**src/hw/rtl/ipcs_pkg.sv**
```systemverilog
package ipcs_pkg;

  localparam int NUM_CHANNELS = 16;
  localparam int CH_IDX_W     = (NUM_CHANNELS > 1) ? $clog2(NUM_CHANNELS) : 1;

  localparam int QDEPTH  = 2;
  localparam int QPTR_W  = (QDEPTH > 1) ? $clog2(QDEPTH) : 1;
  localparam int QCNT_W  = $clog2(QDEPTH + 1);

  localparam int CFG_ADDR_W = 3;
  localparam logic REG_SERVER_MODE = 1'b0;

  localparam logic [15:0] MIN_LENGTH   = 16'd20;
  localparam logic [7:0]  VERSION_MASK = 8'hF0;
  localparam logic [7:0]  VERSION_FOUR = 8'h40;
  localparam logic [7:0]  PROTO_TCP    = 8'd6;
  localparam logic [7:0]  PROTO_UDP    = 8'd17;

  localparam logic [1:0] ST_OK       = 2'd0;
  localparam logic [1:0] ST_SHORT    = 2'd1;
  localparam logic [1:0] ST_BAD_VER  = 2'd2;
  localparam logic [1:0] ST_BAD_CHAN = 2'd3;

  localparam logic [1:0] CLS_OTHER = 2'd0;
  localparam logic [1:0] CLS_TCP   = 2'd1;
  localparam logic [1:0] CLS_UDP   = 2'd2;

  typedef struct packed {
    logic [15:0] packet_length;
    logic [7:0]  version_byte;
    logic [7:0]  protocol_byte;
    logic [7:0]  byte_fifteen;
    logic [7:0]  byte_nineteen;
  } in_word_t;

  typedef struct packed {
    logic [1:0]  status;
    logic [1:0]  traffic_class;
    logic [5:0]  channel;
    logic [31:0] reorder_seq;
    logic [31:0] data_seq;
    logic [31:0] total_packets;
    logic [47:0] total_bytes;
    logic [31:0] chan_packets;
    logic [47:0] chan_bytes;
    logic [31:0] chan_class_packets;
    logic [47:0] chan_class_bytes;
  } out_word_t;

  typedef struct packed {
    logic [1:0]  status;
    logic [1:0]  traffic_class;
    logic [5:0]  channel;
    logic [15:0] packet_length;
    logic        server_mode;
  } cls_word_t;

endpackage

```
**src/hw/rtl/ipcs_front.sv**
```systemverilog
module ipcs_front
  import ipcs_pkg::*;
(
  input  logic      server_mode,
  input  in_word_t  in_word,
  output cls_word_t cls_word
);

  logic [7:0] sel;
  logic [5:0] chan;
  logic [1:0] status;
  logic [1:0] cls;

  always_comb begin
    sel  = server_mode ? in_word.byte_nineteen : in_word.byte_fifteen;
    chan = sel[7:2];
    if (in_word.packet_length < MIN_LENGTH) begin
      status = ST_SHORT;
    end else if ((in_word.version_byte & VERSION_MASK) != VERSION_FOUR) begin
      status = ST_BAD_VER;
    end else if ({1'b0, chan} >= 7'(NUM_CHANNELS)) begin
      status = ST_BAD_CHAN;
    end else begin
      status = ST_OK;
    end
    if (status != ST_OK) begin
      cls = CLS_OTHER;
    end else if (in_word.protocol_byte == PROTO_TCP) begin
      cls = CLS_TCP;
    end else if (in_word.protocol_byte == PROTO_UDP) begin
      cls = CLS_UDP;
    end else begin
      cls = CLS_OTHER;
    end
    cls_word.status        = status;
    cls_word.traffic_class = cls;
    cls_word.channel       = chan;
    cls_word.packet_length = in_word.packet_length;
    cls_word.server_mode   = server_mode;
  end

endmodule

```
**config.mk**
```make
export PLATFORM = sky130hd
export DESIGN_NAME = ipcs_front
export DESIGN_NICKNAME = d
export VERILOG_FILES = /design/src/hw/rtl/ipcs_pkg.sv /design/src/hw/rtl/ipcs_front.sv
export SDC_FILE = /design/constraint.sdc
export NUM_CORES = 1
export LEC_CHECK = 0
export ABC_AREA = 1
export BUFFER_PORTS_ARGS = -buffer_cell sky130_fd_sc_hd__buf_2
export CAP_MARGIN = 20
export CORE_UTILIZATION = 28
export DETAILED_ROUTE_END_ITERATION = 12
export GPL_ROUTABILITY_DRIVEN = 0
export MAX_ROUTING_LAYER = met4
export PLACE_DENSITY = 0.93
export SYNTH_ARGS = -nofsm -noshare
export SYNTH_HDL_FRONTEND = slang
export SYNTH_SLANG_ARGS = --single-unit
```
**constraint.sdc**
```tcl
create_clock -name vclk -period 1.6
set_clock_uncertainty 0.1 [all_clocks]
set_input_delay 0 -clock vclk [all_inputs]
set_output_delay 0 -clock vclk [all_outputs]
set_load 0.01 [all_outputs]
```
==> results of run 1 <==
[routing by layer]
layer	wire length (um)	GRT usage, %	share of wire (%)
met5	0	-	0
met4	0	0	0
met3	154	0	16
met2	495	29.6	50
met1	333	9.59	34
[logic make-up after synthesis]
kind of cell,Yosys count
buffers and inverters,30
and+or+nand+nor,48
AOI/OAI and AO/OA,2
[worst paths after layout]
| kind | to | slack [ns] | depth (start not counted) |
|---|---|---|---|
| worst max-delay path | cls_word[24] | 0.69 | 9 |
| worst min-delay path | cls_word[16] | 0.1 | 2 |
[where the power goes]
group	internal [uW]	switching (uW)	total (uW)
Sequential	0	0	0
Combinational	72.1	69.5	142
Clock	0	0	0
[cell type report]
cell class	instances	area, um2
inverter	13	48.8
multi-input combinational	50	196
tap	14	17.5
fill	122	568
timing repair buffer	66	340
[placed cells by master, fill, tap and decap left out]
cell / netlist / routed
buf_2: 0 / 64
nand2_1: 25 / 25
nor2_1: 19 / 19
inv_1: 11 / 11
inv_2: 2 / 2
nand3_1: 2 / 2
o21ai_1: 2 / 2
dlygate4sd3_1: 0 / 2
nand4_1: 1 / 1
nor3_1: 1 / 1
[per-stage QoR]
stage                     utilization [%]  hold slack [ns]
final                                51.5           0.0965
after global routing                 51.5            0.107
after CTS                            51.5           0.0965
after detailed placement             49.8          -0.0999
after global placement               49.8          -0.0999
after floorplan                         -         -0.00823
==> results_dict.tcl, run 1 <==
set metrics [dict create \
    drc 0 \
    die_area_um2 1480 \
    stdcell_count 143 \
    peakVddDrop_mv 0.101 \
    vias 589 \
    initial_core_util_pct 31.8 \
    grt_pass1_vias 403 \
    finalCriticalPeriod_ns 0.913 \
    postCtsHoldBufs 2 \
    grt_use_total_pct 12.1 \
    port_buffers 64 \
    tns_ns 0 \
    fmax_mhz 1100 \
    yosysMostFrequentCell "nand2_1" \
    hold_violations 0 \
    synth_compound_area_share_pct 2.68 \
    diodes 0 \
    hpwl_um 905 \
    grt_pass1_wl_um 1300 \
    muxShareOfSynthArea_pct 0 \
    layout.nets 180 \
    crit_start "server_mode" \
    drt-initial-drc-count 6 \
    hold_path_class "input pin to output pin" \
    yosys.area.top_type "buf_4" \
    synth_common_cells "25 x nand2_1, 19 x nor2_1, 17 x buf_4" \
    drt-total-wl_um 982 \
    synth-xor-area-share_pct 0 \
    antenna_found_initial 0 \
    register_area_um2 0 \
    worstPathArrival_ns 0.81 \
    io_pins 76 \
    yosys.area_share.simple_pct 50.0 \
    vias_per_cell 4.12 \
    netlist_instances 80 \
    setup_violations 0 \
    synth_top_family_by_area "simple AND/OR/NAND/NOR gates" \
    core_region_area_um2 1170 \
    seq_cells 0 \
    worst_pin_slew_ns 0.139 \
    cp_common_cell "nand2_1" \
    power_density_nw_per_um2 235 \
    slew_headroom_pct 90.6 \
    maxCapViolCount 0 \
    crit_family "simple AND/OR/NAND/NOR gates" \
    synth_cell_types 9 \
    cts_resized 0 \
    post-route-period-util_pct 57.1 \
    cpPeakStageDelay_ns 0.14 \
    ys_seq_area_share_pct 0 \
    die_h_um 38.5 \
    post_cts_buffers 0 \
    dr.pass1.iters 5 \
    drtAntennaViolNets 0 \
    outcome "completed" \
    worst_setup_path_end_kind "output pin" \
    syn_to_final_growth_pct 61.7 \
    synth_warnings 0 \
    rsz0062_at_grt "no" \
    synth.avg_cell_area_um2 4.66 \
    crit_type "input pin to output pin" \
    stdcell_area_um2 603 \
    cp_max_fo 8 \
    power.leakage_uw 0.000421 \
    synth_area_um2 373 \
    dp_slack_ns 0.658 \
    synthAdderAreaFrac_pct 0 \
    drive_above_1_share_pct 51.2 \
    grt_overflow 0 \
    finalPower_uw 142 \
    slew_violations 0 \
    dp.cells 141 \
    synth.area.top_cells "buf_4 34%, nand2_1 25%, nor2_1 19%, inv_1 11%, nand3_1 2.7%" \
    worstPathBufferInverterCount 3 \
    grt_max_degree 9 \
    worstHoldStart "in_word[47]" \
    post_dp_cell_area_um2 583 \
    cp_slowest_cell "buf_2" \
    crit_required_ns 1.50 \
    start_kind "input pin" \
    setup_slack_ns 0.687 \
    path_cells "buf_2 -> inv_2 -> nand2_1 -> nand2_1 -> nand2_1 -> nor2_1 -> nand2_1 -> nor2_1 -> buf_2" \
    syn-num-nets 129 \
    clock_buffers 0 \
    die_x_um 38.5 \
    synth_top_area_share_pct 34.2 \
    core.rowCount 12 \
    routedWlPerCell_um 6.87 \
]
No activity file was read; power rests on OpenSTA's default activity.
==> run 2: changes to the inputs <==
- CORE_UTILIZATION: 28 -> 23
- PLACE_DENSITY: 0.93 -> 0.82
- clock period: 1.6 -> 0.8 ns (I/O delays scaled with it)
==> results_dict.tcl, run 2 (synthesis results as in run 1) <==
set metrics [dict create \
    p_switching_uw 165 \
    worst_setup_path_end_kind "output pin" \
    stdcell_area_um2 758 \
    grt_overflow 0 \
    initial_core_util_pct 24.8 \
    cp_slowest_cell "buf_2" \
    p_sw_share_pct 45.2 \
    drt-initial-drc-count 3 \
    die_x_um 42.3 \
    worstPathArrival_ns 0.69 \
    p_int_uw 201 \
    fin_util_pct 50.3 \
    io_pins 76 \
    clockPowerShare_pct 0 \
    dr.pass1.iters 4 \
    die_area_um2 1790 \
    routedWlPerCell_um 7.78 \
    grt_pass1_vias 546 \
    power_density_nw_per_um2 483 \
    drc 0 \
    drtAntennaViolNets 0 \
    layout_commonest_cell "buf_2" \
    worst_pin_slew_ns 0.140 \
    crit_type "input pin to output pin" \
    comb_power_share_pct 100.0 \
    met2_usage_pct 30.8 \
    drt-total-wl_um 1180 \
    path_cells "buf_8 -> inv_6 -> nand2_2 -> nand2_2 -> nand2_2 -> nor2_1 -> nand2_1 -> nor2_1 -> buf_2" \
    hold_path_class "input pin to output pin" \
    cpPeakStageDelay_ns 0.13 \
    die_h_um 42.3 \
    cp_common_cell "nand2_2" \
    outcome "completed" \
    grt_busiest_layer "met2" \
    seq_cells 0 \
    multi_input_area_um2 239 \
    vias 636 \
    peakVddDrop_mv 0.209 \
    rsz0062_at_grt "yes" \
    tns_ns 0 \
    antenna_found_initial 0 \
    register_area_um2 0 \
    hold_violations 0 \
    crit_required_ns 0.70 \
    clock_buffers 0 \
    fillers 156 \
    diodes 0 \
    met1_usage_pct 11.9 \
    hpwl_um 1010 \
    core.rowCount 14 \
    maxCapViolCount 0 \
    met3_usage_pct 0 \
    grt_pass1_wl_um 1940 \
    port_buffers 64 \
    slew_violations 0 \
    finalCriticalPeriod_ns 0.794 \
    grt_max_degree 5 \
    post-route-period-util_pct 99.3 \
    syn_to_final_growth_pct 103 \
    setup_violations 0 \
    slew_headroom_pct 90.6 \
    drive_above_1_share_pct 63.7 \
    grt_use_total_pct 13.2 \
    final_cell_mix "55 x buf_2, 20 x nand2_1, 13 x nor2_1" \
    sequentialPowerShare_pct 0 \
    layout.nets 186 \
    vias_per_cell 4.21 \
    cp_max_fo 4 \
    core_region_area_um2 1510 \
    power.leakage_uw 0.000472 \
    post_dp_cell_area_um2 601 \
    start_kind "input pin" \
    fmax_mhz 1260 \
]
[run 2: cell types whose count changed in the layout (fill, tap and decap cells not counted), moves of 2 or more]
cell / change
nor2_4: +2
buf_4: +6
buf_2: -9
nand2_1: -5
inv_1: -2
nor2_2: +4
nor2_1: -6
nand2_2: +5
buf_6: +8
[run 2: path summary, 6_finish.rpt]
path	start	end	slack (ns)	cells past startpoint
worst max-delay path	server_mode	cls_word[23]	0.006	9
worst min-delay path	in_word[40]	cls_word[9]	0.08	2
[run 2: power by group through the flow]
stage / registers, uW / clock network (uW) / logic, uW
floorplan: 0 / 0 / 168
global placement: 0 / 0 / 278
detailed placement: 0 / 0 / 285
CTS: 0 / 0 / 344
global route: 0 / 0 / 403
finish: 0 / 0 / 366
[run 2: metal layers]
metal / wire length [um] / vias to the layer above / part of all wire [%]
li1: - / 327 / -
met1: 332 / 262 / 28
met2: 695 / 47 / 59
met3: 147 / 0 / 13
met4: 0 / 0 / 0
met5: 0 / - / 0
[run 2: critical path: cells and delay by family]
kind | cells | cell delay [ns]
and+or+nand+nor | 6 | 0.41
buffers and inverters | 3 | 0.29
[run 2: metrics by stage]
step           instances  hold WS, ns  total power, uW  setup WS, ns
2_1_floorplan         80     -0.00823              168         0.163
3_3_place_gp         145      -0.0999              278       -0.0407
3_5_place_dp         145      -0.0999              285       -0.0693
4_1_cts              150       0.0788              344       -0.0452
5_1_grt              151       0.0850              403       -0.0881
6_report             151       0.0792              366       0.00596
[run 2: repair_timing]
item | CTS | global route
gates resized for setup | 18 | 12
setup endpoints to repair | 3 | 4
pin swaps | 17 | 14
hold buffers | 2 | 0
hold endpoints to repair | 2 | 0
buffers inserted | 3 | 1
[run 2: layout make-up]
class | count | share of cell area, %
multi-input combinational | 50 | 31.5
timing repair buffer | 72 | 58.7
tap | 16 | 2.64
inverter | 13 | 7.10
==> run 3: changes to the inputs <==
- MAX_ROUTING_LAYER: met4 -> default
==> results_dict.tcl, run 3 (synthesis results as in run 1) <==
set metrics [dict create \
    worst-path-stages 9 \
    die_h_um 42.3 \
    grt_pass1_vias 546 \
    start_kind "input pin" \
    grt_use_total_pct 12.9 \
    worstPathBufferInverterCount 3 \
    antenna_found_initial 0 \
    worstPathArrival_ns 0.69 \
    register_area_um2 0 \
    fmax_mhz 1260 \
    dr.pass1.iters 4 \
    stdcell_area_um2 758 \
    grt_pass1_wl_um 1940 \
    outcome "completed" \
    drt-total-wl_um 1170 \
    path_cells "buf_8 -> inv_6 -> nand2_2 -> nand2_2 -> nand2_2 -> nor2_1 -> nand2_1 -> nor2_1 -> buf_2" \
    post_dp_cell_area_um2 601 \
    hold_ws_ns 0.0792 \
    cp_slowest_cell "buf_2" \
    worst_setup_path_end_kind "output pin" \
    hold_path_class "input pin to output pin" \
    vias_per_cell 4.21 \
    hold_violations 0 \
    initial_core_util_pct 24.8 \
    io_pins 76 \
    drt-initial-drc-count 3 \
    crit_start "server_mode" \
    drive_above_1_share_pct 63.7 \
    crit_type "input pin to output pin" \
    hpwl_um 1010 \
    clock_buffers 0 \
    die_area_um2 1790 \
    rsz0062_at_grt "yes" \
    cp_common_cell "nand2_2" \
    worst_pin_slew_ns 0.140 \
    crit_required_ns 0.70 \
    crit_path_end "cls_word[23]" \
    maxCapViolCount 0 \
    crit_family "simple AND/OR/NAND/NOR gates" \
    port_buffers 64 \
    syn_to_final_growth_pct 103 \
    fin_util_pct 50.3 \
    layout_commonest_cell "buf_2" \
    layout.nets 186 \
    post-route-period-util_pct 99.3 \
    power_density_nw_per_um2 483 \
    grt_max_degree 5 \
    seq_cells 0 \
    cp_max_fo 4 \
    setup_violations 0 \
    fillers 156 \
    stdcell_count 151 \
    routedWlPerCell_um 7.77 \
    drtAntennaViolNets 0 \
    diodes 0 \
    dp.cells 145 \
    core_region_area_um2 1510 \
    drc 0 \
    cpPeakStageDelay_ns 0.13 \
    peakVddDrop_mv 0.209 \
    die_x_um 42.3 \
    final_cell_mix "55 x buf_2, 20 x nand2_1, 13 x nor2_1" \
    power.leakage_uw 0.000472 \
    core.rowCount 14 \
    vias 636 \
    grt_overflow 0 \
    finalCriticalPeriod_ns 0.794 \
    slew_violations 0 \
    slew_headroom_pct 90.6 \
]
run 3: worst min path at each step:
stage                           start          end  slack (ns)  cells after the start
after floorplan           server_mode  cls_word[0]      -0.008                      1
after global placement    in_word[32]  cls_word[1]        -0.1                      0
after detailed placement  in_word[32]  cls_word[1]        -0.1                      0
after CTS                 in_word[39]  cls_word[8]        0.08                      2
after global routing      in_word[40]  cls_word[9]        0.09                      2
final                     in_word[40]  cls_word[9]        0.08                      2
run 3: final cells by class:
cell class	count	area [um2]	share of cell area, %
Multi-Input combinational cell	50	239	31.5
Tap cell	16	20.0	2.64
Inverter	13	53.8	7.10
Timing Repair Buffer	72	445	58.7
run 3: power by group:
| group | total, uW | switching (uW) | internal (uW) |
|---|---|---|---|
| Sequential | 0 | 0 | 0 |
| Clock | 0 | 0 | 0 |
| Combinational | 366 | 165 | 201 |
| Total | 366 | 165 | 201 |
run 3: stage by stage:
step,setup WS (ns),setup TNS (ns),power [uW]
floorplan,0.163,0,168
global placement,-0.0407,-0.0931,278
detailed placement,-0.0693,-0.152,285
CTS,-0.0452,-0.0766,344
global route,-0.0881,-0.241,403
finish,0.00596,0,366
run 3: timing repair:
action	in CTS	in global routing
buffers inserted	3	1
hold buffers	2	0
endpoints found under the hold margin	2	0
endpoints found under the setup margin	3	4
gates resized for setup	18	12
pin swaps	17	14
run 3: routing by layer:
metal	vias to the layer above	routed length, um	global-route usage [%]
li1	327	-	-
met2	47	694	30.8
met1	262	323	11.4
met3	0	156	0.862
met4	0	0	0
met5	-	0	0
