## src/hw/rtl/ipcs_pkg.sv

```systemverilog
package ipcs_pkg;

  localparam int NUM_CHANNELS = 16;
  localparam int CH_IDX_W     = (NUM_CHANNELS > 1) ? $clog2(NUM_CHANNELS) : 1;

  localparam int QDEPTH  = 2;
  localparam int QPTR_W  = (QDEPTH > 1) ? $clog2(QDEPTH) : 1;
  localparam int QCNT_W  = $clog2(QDEPTH + 1);

  localparam int CFG_ADDR_W = 3;
  localparam logic REG_SERVER_MODE = 1'b0;

  localparam logic [15:0] MIN_LENGTH   = 16'd20;
  localparam logic [7:0]  VERSION_MASK = 8'hF0;
  localparam logic [7:0]  VERSION_FOUR = 8'h40;
  localparam logic [7:0]  PROTO_TCP    = 8'd6;
  localparam logic [7:0]  PROTO_UDP    = 8'd17;

  localparam logic [1:0] ST_OK       = 2'd0;
  localparam logic [1:0] ST_SHORT    = 2'd1;
  localparam logic [1:0] ST_BAD_VER  = 2'd2;
  localparam logic [1:0] ST_BAD_CHAN = 2'd3;

  localparam logic [1:0] CLS_OTHER = 2'd0;
  localparam logic [1:0] CLS_TCP   = 2'd1;
  localparam logic [1:0] CLS_UDP   = 2'd2;

  typedef struct packed {
    logic [15:0] packet_length;
    logic [7:0]  version_byte;
    logic [7:0]  protocol_byte;
    logic [7:0]  byte_fifteen;
    logic [7:0]  byte_nineteen;
  } in_word_t;

  typedef struct packed {
    logic [1:0]  status;
    logic [1:0]  traffic_class;
    logic [5:0]  channel;
    logic [31:0] reorder_seq;
    logic [31:0] data_seq;
    logic [31:0] total_packets;
    logic [47:0] total_bytes;
    logic [31:0] chan_packets;
    logic [47:0] chan_bytes;
    logic [31:0] chan_class_packets;
    logic [47:0] chan_class_bytes;
  } out_word_t;

  typedef struct packed {
    logic [1:0]  status;
    logic [1:0]  traffic_class;
    logic [5:0]  channel;
    logic [15:0] packet_length;
    logic        server_mode;
  } cls_word_t;

endpackage

```

## src/hw/rtl/ipcs_queue.sv

```systemverilog
module ipcs_queue
  import ipcs_pkg::*;
(
  input  logic      clk,
  input  logic      rst_n,
  input  logic      push,
  input  cls_word_t push_word,
  output logic      not_full,
  input  logic      pop,
  output logic      not_empty,
  output cls_word_t head_word
);

  cls_word_t           mem_r [QDEPTH];
  logic [QPTR_W-1:0]   wr_ptr_r, wr_ptr_nxt;
  logic [QPTR_W-1:0]   rd_ptr_r, rd_ptr_nxt;
  logic [QCNT_W-1:0]   count_r, count_nxt;
  logic                do_push, do_pop;

  assign not_full  = (count_r != QCNT_W'(QDEPTH));
  assign not_empty = (count_r != '0);
  assign do_push   = push && not_full;
  assign do_pop    = pop && not_empty;
  assign head_word = mem_r[rd_ptr_r];

  always_comb begin
    wr_ptr_nxt = wr_ptr_r;
    rd_ptr_nxt = rd_ptr_r;
    count_nxt  = count_r;
    if (do_push) begin
      wr_ptr_nxt = (wr_ptr_r == QPTR_W'(QDEPTH - 1)) ? '0 : wr_ptr_r + 1'b1;
    end
    if (do_pop) begin
      rd_ptr_nxt = (rd_ptr_r == QPTR_W'(QDEPTH - 1)) ? '0 : rd_ptr_r + 1'b1;
    end
    if (do_push && !do_pop) begin
      count_nxt = count_r + 1'b1;
    end else if (do_pop && !do_push) begin
      count_nxt = count_r - 1'b1;
    end
  end

  always_ff @(posedge clk) begin
    if (!rst_n) begin
      wr_ptr_r <= '0;
      rd_ptr_r <= '0;
      count_r  <= '0;
    end else begin
      wr_ptr_r <= wr_ptr_nxt;
      rd_ptr_r <= rd_ptr_nxt;
      count_r  <= count_nxt;
    end
  end

  always_ff @(posedge clk) begin
    if (do_push) begin
      mem_r[wr_ptr_r] <= push_word;
    end
  end

endmodule

```

## config.mk

```make
export PLATFORM = sky130hd
export DESIGN_NAME = ipcs_queue
export DESIGN_NICKNAME = d
export VERILOG_FILES = /design/src/hw/rtl/ipcs_pkg.sv /design/src/hw/rtl/ipcs_queue.sv
export SDC_FILE = /design/constraint.sdc
export NUM_CORES = 1
export LEC_CHECK = 0
export ABC_AREA = 1
export BUFFER_PORTS_ARGS = -buffer_cell sky130_fd_sc_hd__buf_2
export CAP_MARGIN = 20
export CORE_MARGIN = 2
export CORE_UTILIZATION = 34
export DETAILED_ROUTE_END_ITERATION = 12
export HOLD_SLACK_MARGIN = 0.05
export SKIP_LAST_GASP = 1
export SYNTH_ARGS = -nofsm -noshare
export SYNTH_HDL_FRONTEND = slang
export SYNTH_SLANG_ARGS = --single-unit
```

## constraint.sdc

```tcl
create_clock -name clk -period 3 [get_ports clk]
set_input_delay 0.6 -clock clk [delete_from_list [all_inputs] [get_ports clk]]
set_output_delay 0.6 -clock clk [all_outputs]
set_load 0.05 [all_outputs]
```

==> results of run 1 <==
[cells in the mapped netlist, drive strengths merged]
| library cell | n |
|---|---|
| dfxtp | 5 |
| inv | 8 |
| a21oi | 1 |
| nand3 | 1 |
| o21ai | 2 |
| o21a | 1 |
| edfxtp | 54 |
| nor2 | 8 |
| ha | 1 |
| nand2 | 9 |
| mux2 | 27 |
| nand4 | 1 |
| buf | 3 |
[critical path: stages, from the launching register on]
cell,delay (ps)
dfxtp_2,670
buf_4,340
mux2_2,360
buf_2,210
[state kept, by name (all words and copies together) (netlist names), named ones only]
signal,cells
mem_r,54
rd_ptr_r,1
count_r,2
wr_ptr_r,1
[layout make-up]
| class | instances | area, µm² | share of cell area (%) |
|---|---|---|---|
| Sequential cell | 59 | 1720 | 60.8 |
| Tap cell | 77 | 96.3 | 3.40 |
| Timing Repair Buffer | 62 | 318 | 11.2 |
| Multi-Input combinational cell | 51 | 494 | 17.5 |
| Inverter | 8 | 30.0 | 1.06 |
| Clock inverter | 5 | 46.3 | 1.63 |
| Clock buffer | 9 | 124 | 4.37 |
[worst max-delay path by stage]
| stage | end | cells past startpoint | slack (ps) |
|---|---|---|---|
| floorplan | mem_r[0][0] | 4 | 470 |
| global placement | head_word[11] | 3 | 840 |
| detailed placement | head_word[11] | 3 | 820 |
| CTS | head_word[11] | 3 | 450 |
| global route | head_word[11] | 3 | 400 |
| finish | head_word[11] | 3 | 500 |
[power groups by stage]
stage | Sequential [mW] | Combinational (mW) | Clock (mW)
5_1_grt | 1.13 | 0.994 | 0.708
6_report | 1.11 | 0.936 | 0.634
2_1_floorplan | 1.09 | 0.820 | 0
4_1_cts | 1.11 | 0.949 | 0.663
3_3_place_gp | 1.12 | 0.941 | 0
3_5_place_dp | 1.13 | 0.948 | 0
[cells by family (layout without fill, tap and decap cells)]
kind of cell / Yosys count / in the layout
and+or+nand+nor: 19 / 19
AOI/OAI and AO/OA: 4 / 4
adders and majority gates: 1 / 1
DFF: 59 / 59
buffers and inverters: 11 / 84
muxes: 27 / 27
[layer usage]
| metal | up-vias | share of wire [%] |
|---|---|---|
| li1 | 586 | - |
| met1 | 568 | 41 |
| met2 | 41 | 49 |
| met3 | 8 | 6.7 |
| met4 | 0 | 2.4 |
| met5 | - | 0 |
==> flow_results.org, run 1 <==
** Power and ir drop
- Power density normalized to cell area :: 946 nW/µm²
- Net switching is 36.6% of the power.
- The share of total power dissipated in combinational logic is 34.9%.
- Static Leak :: 1.14 nW
- Maximum vdd ir drop :: 402 µV
- Proportion of power drawn by flip-flops and latches :: 41.4%
- Cell Int Power :: 1.70 mW
- The clock network accounts for 23.6% of the total power.
- Post-layout power :: 2.68 mW
- Switching power :: 0.982 mW

** Timing
- For the pin with the worst max-slew slack, the measured transition is 538 ps.
- Count of pins over their slew limit :: 0
- FMAX :: 399 MHz
- Post-layout min period :: 2500 ps
- Across the routed clock network, the largest skew measured is 3.45 ps.
- Setup violations remaining at the end of the flow were counted as 0.
- Final hold analysis gives a worst-case slack of 461 ps.
- Number of hold-slack violations in the final timing report :: 0
- RSZ-0062 raised after global routing :: no
- Fin Setup TNS :: 0 ps
- Setup slack closes at 497 ps.
- Tcrit/Tclk final :: 83.4%
- Measured against its own limit, the worst slew margin works out to 64.1%.

** Drt
- Total Wirelength :: 3750 µm
- DRC marker count from the first detailed-route iteration :: 91
- Using the TritonRoute via totals, the vias-per-cell ratio works out to 4.44.
- Detailed Routing Iterations Pass 1 :: 4
- Dividing the detail-routed wire length by the instance count gives 13.8 µm.
- In the routed design, unresolved DRC markers number 0.
- Post-DRT Antenna Nets :: 0
- Vias after detailed routing :: 1,203

** Synth
- After synthesis, the share of cell area in mux cells is 16.5%.
- The average instance in the mapped netlist occupies 18.9 µm².
- For this run, the register share of the synthesized area comes to 75.1%.
- Synth Area in Compound Gates :: 0.983%
- Total of flip-flops plus latches after synthesis :: 59
- Dominant combinational cell family by area after synthesis :: multiplexers
- Post-Synthesis Cell Area :: 2290 µm²
- After synthesis, the largest area contributor takes up 70.7% of total cell area.
- Summing the areas of all xor and xnor instances in the mapped netlist gives 0% of the synthesized area.
- Synthesis produced a netlist with a net count of 153.
- Of the total synthesized cell area, the portion taken by AND, OR, NAND and NOR gates is 3.28%.
- Most area-consuming cells after synthesis :: edfxtp_1 71%, mux2_4 13%, dfxtp_1 4.4%
- After technology mapping, the gate count stands at 121.
- Warnings from Yosys :: 0
- The synthesized netlist devotes 0.546% of its cell area to adder and majority cells.
- Number of unique standard cell types used by synthesis :: 15
- The synthesized design spends more area on one cell type than any other, namely edfxtp_1.

** Global route
- First-pass GRT wire length :: 5800 µm
- Entering global routing, the biggest net connects 21 pins.
- The layer flagged by global routing as most heavily used is met2.
- In the global route stage, met2 resource usage came out at 17.0%.
- Global Route met3 Usage :: 4.72%
- Total congestion overflow :: 0
- Via count of the first global-routing pass :: 1,194
- For this run, global-route usage on met1 was measured as 12.3%.
- Antenna violations before repair :: 0
- Total global routing track utilization :: 10.9%

** Critical path
- Category of the worst setup path capture point :: primary output
- In this run the critical register-to-register path is launched from count_r[0].
- For the worst setup path, the data required time is 2400 ps.
- The worst setup path is of the reg2out kind.
- Number of cells on the worst reg-to-reg path :: 5
- FF-to-FF setup slack :: 1300 ps
- Of all nets on the critical path, the largest fanout is 17.
- R2r endpoint :: mem_r[0][2]
- Worst endpoint data arrival time :: 1900 ps
- STA classifies the critical path startpoint as a flop.

** Finish
- Layout Cell Area excl Fill :: 2830 µm²
- Post-route non-filler standard cell count :: 271
- Fill cells in the final layout number 585.
- Compared with the post-synthesis result, the final layout area differs by 23.5%.
- 0 antenna diodes ended up in the layout.
- Cells with a size suffix above 1 make up 53.1% of the layout.
- The net count of the finished layout is 223.
- Final Util :: 44.1%
- Leaving out fill and tap cells, the most frequent cells in the layout are 59 x buf_2, 54 x edfxtp_1, 20 x mux2_4, 9 x nand2_1, 9 x clkbuf_8.
- Leaving out fill and tap cells, the most frequent cell in the layout is buf_2.

** CTS
- The cell sitting at the root of the clock tree is a clkbuf_8.
- Clock Pin Slew Worst Setup and Hold Paths :: 60 ps
- TritonCTS built the clock tree.
- Counting along the longest clock path gives a buffer depth of 2.
- Gates resized during post-CTS repair numbered 0.
- Clock latency of the later-clocked register in the worst-skew pair :: 320 ps
- The clock net in this run drives a total of 59 sinks.
- The clock tree synthesis step divided the H-tree into 3 levels.
- The number of setup buffers added after CTS is 0.
- Buffers inserted during clock tree synthesis total 9.
- Number of hold buffers added after CTS :: 0

** Floorplan
- Initial cell density of the core :: 35.7%
- The floorplan step set the die height to 86.1 µm.
- The die is 86.1 µm wide.
- CORE AREA :: 6420 µm²
- The floorplan has 29 rows.
- Number of placed I/O pins :: 60
- The die covers 7410 µm².

** Run
- Max-cap violations in this run came to 0.

** Placed design
- Placed wire-length estimate :: 2550 µm
- Placed Instance Area :: 2660 µm²
- After detailed placement, the design holds a cell count of 257.
- Routability congestion estimate from global placement :: 0.649
- Number of port buffers :: 59
- Before CTS, the worst setup slack after placement is 822 ps.

** Worst hold path
- In this run the most critical hold path is launched from push_word[26].
- For hold timing, the worst endpoint is mem_r[0][26].
- The worst hold path belongs to the class in2reg.
- Counting instances, the worst hold path has a depth of 1.

** Run status
- The flow ran to the end, and the final reports show no timing, DRC or antenna violations.
Note: power is estimated with default switching activity, not from simulation.
==> run 2, diff against run 1 <==
clock period = 2.4 ns   (was 3 ns; I/O delays follow)
==> run 2 against run 1 <==
Sequential share of layout area down 1.4 points. Critical path depth unchanged. Global-route usage about the same. Design area up 2.3%. Sequential cell count unchanged. Combinational power up 30%. Count of clock-buffer cells in the layout up 2. Setup slack worse by 89 ps. Power up 31%. Hold slack worse by 120 ps. Critical path type unchanged. Highest routed layer unchanged.
==> flow_results.org, run 2 (synthesis results as in run 1) <==
** Critical path
- The flop-to-flop setup slack came to 940 ps (-360 ps).
- Worst Setup Path Type :: reg2out
- Maximum fanout encountered on the critical timing path :: 24 (+7)
- In this run the critical register-to-register path is captured at count_r[1].
- Startpoint types :: flop
- R2R Path Start :: count_r[0]
- Number of cells on the worst reg-to-reg path :: 10 (+5)
- The required time of the worst setup path was 1920 ps (-480 ps).
- The arrival time of the worst setup path was 1510 ps (-390 ps).
- The worst setup path is captured at a primary output.

** Power and ir drop
- Switching power :: 1.25 mW (+27%)
- Sw frac :: 35.5% (-1.1 points)
- The internal power was 2.27 mW (+34%).
- Proportion of power drawn by flip-flops and latches :: 38.5% (-2.9 points)
- Power density normalized to cell area :: 1210 nW/µm² (+28%)
- The reported leakage power came to 1.17 nW (+2.6%).
- The combinational share of power came to 34.7% (-0.2 points).
- The peak ir drop on the vdd network was 563 µV (+40%).
- The clock network fraction of design power came to 26.8% (+3.2 points).
- The overall power after layout is 3.52 mW (+31%).

** Drt
- The count of antenna-violating nets left after detailed routing is 0 (unchanged).
- The total vias in the final route came to 1,213 (+0.83%).
- The remaining design rule violation count is 0 (unchanged).
- The average detailed-routed wire length per instance was 13.8 µm (-0.17%).
- The number of search-and-repair iterations in the first detailed-routing pass is 4 (unchanged).
- Vias per Instance :: 4.41 (-0.64%)
- The total routed wirelength came to 3800 µm (+1.3%).
- The initial DRC count came to 45 (-51%).

** Timing
- The worst relative slew slack came to 81.7% (+18 points).
- Post-layout min period :: 1990 ps
- The final-report max-slew violation count was 0 (unchanged).
- The transition at the pin with the smallest max-transition slack was 274 ps (-264 ps).
- Fin worst setup slack :: 408 ps (-89.0 ps)
- Fin Setup TNS :: 0 ps (unchanged)
- The final-report setup violation count came to 0 (unchanged).
- Setup repair after global routing left no endpoint under its margin.
- The minimum hold slack came to 337 ps (-124 ps).
- Tcrit/Tclk final :: 83.0%
- Layout Skew :: 4.41 ps (+0.967 ps)
- The number of hold violations in the final report was 0 (unchanged).
- FMAX :: 502 MHz

** CTS
- The total of hold buffers inserted after clock tree synthesis is 0 (unchanged).
- The clock-pin slew on the worst setup and hold paths is 60 ps (about the same).
- The number of sinks handled by clock tree synthesis came to 59 (unchanged).
- The source-to-sink clock delay at the later pin of the worst-skew pair is 330 ps (about the same).
- The number of buffers created by CTS came to 9 (unchanged).
- The number of buffers inserted by post-CTS setup repair is 0 (unchanged).
- Number of levels the H-tree was split into :: 3 (unchanged)
- Root cell of the clock tree :: clkbuf_8
- The number of buffers between clock root and the deepest sink is 2 (unchanged).
- Quantity of gates resized following cts :: 0 (unchanged)
- CTS tree :: done

** Placed design
- The number of cells in the design after placement was 259 (+0.78%).
- Worst slack after detailed placement :: 737 ps (-85.1 ps)
- The weighted congestion at the end of routability-driven global placement came to 0.651 (+0.32%).
- Placed wire-length estimate :: 2490 µm (-2.0%)
- Placed Instance Area :: 2690 µm² (+1.0%)
- The number of I/O port buffers came to 59 (unchanged).

** Finish
- The library cell used most frequently in the layout, excluding fill and tap cells, is buf_2.
- Largest regs :: mem_r: 54 flops, count_r: 2 flops
- The total inserted antenna cells is 0 (unchanged).
- The top cell types in the final layout, fill and taps aside, are 59 x buf_2, 54 x edfxtp_1, 20 x mux2_4, 9 x nand2_1, 9 x clkbuf_8.
- Synthesis-to-finish area growth :: 26.4%
- Net count reported at finish :: 225 (+0.90%)
- Largest register by flop count :: mem_r
- Layout Cell Area excl Fill :: 2900 µm² (+2.3%)
- The final instance count without filler cells came to 275 (+1.5%).
- The layout cell share with drive strength beyond 1 is 54.5% (+1.5 points).
- Max FFs per register :: 54 (unchanged)
- The final core utilization is 45.1% (+1.0 points).

** Global route
- The pin count of the biggest net entering global routing was 25 (+19%).
- Antenna violations before repair :: 0 (unchanged)
- The sum of overflow across all layers after global routing was 0 (unchanged).
- The overall global routing resource usage is 10.9% (-0.013 points).
- First-pass GRT wire length :: 5800 µm (unchanged)
- The number of global-route vias before repair was 1,231 (+3.1%).

** Worst hold path
- Hold wc startpoint :: push_word[20]
- Worst min-delay path category :: in2reg
- Hold depth :: 1 (unchanged)
- The worst hold path terminates at mem_r[1][20].

** Floorplan
- Die Outline Area :: 7410 µm² (unchanged)
- The area of the placeable core is 6420 µm² (unchanged).
- The die width came to 86.1 µm (unchanged).
- Floorplan die height :: 86.1 µm (unchanged)
- The starting density of the core was 35.7% (unchanged).
- The row count came to 29 (unchanged).
- Number of placed I/O pins :: 60 (unchanged)

** Run
- Number of max-cap violations :: 0 (unchanged)

** Run status
- Status :: finished, final reports clean
run 2: how the worst max path moves through the flow:
stage / to / slack, ps / startpoint
after detailed placement: head_word[11] / 740 / flop
after floorplan: mem_r[0][0] / -130 / count_r[0]
after global placement: head_word[11] / 760 / flop
after global routing: head_word[11] / 340 / flop
after CTS: head_word[11] / 370 / flop
final: head_word[11] / 410 / flop
run 2: area by class of cell:
class,count,area [µm²]
Tap cell,77,96.3
Inverter,8,30.0
Multi-Input combinational cell,51,494
Timing Repair Buffer,64,345
Fill cell,590,3520
Clock buffer,11,131
Clock inverter,5,77.6
Sequential cell,59,1720
run 2: critical path: stages, from the launching register on:
cell and delay [ps]:
dfxtp_2 380, buf_12 230, mux2_2 360, buf_2 210
run 2: power by group through the flow:
stage | Sequential (mW) | Combinational [mW] | Clock (mW)
2_1_floorplan | 1.36 | 1.02 | 0
3_3_place_gp | 1.37 | 1.23 | 0
3_5_place_dp | 1.38 | 1.24 | 0
4_1_cts | 1.36 | 1.24 | 0.979
5_1_grt | 1.37 | 1.30 | 1.02
6_report | 1.35 | 1.22 | 0.944
run 2: routing by layer:
| layer | vias up | wire, µm | track usage [%] |
|---|---|---|---|
| met5 | - | 0 | 0 |
| met4 | 0 | 118 | 8.66 |
| met3 | 11 | 240 | 3.56 |
| met2 | 43 | 1840 | 17.7 |
| met1 | 568 | 1600 | 11.6 |
| li1 | 591 | - | - |
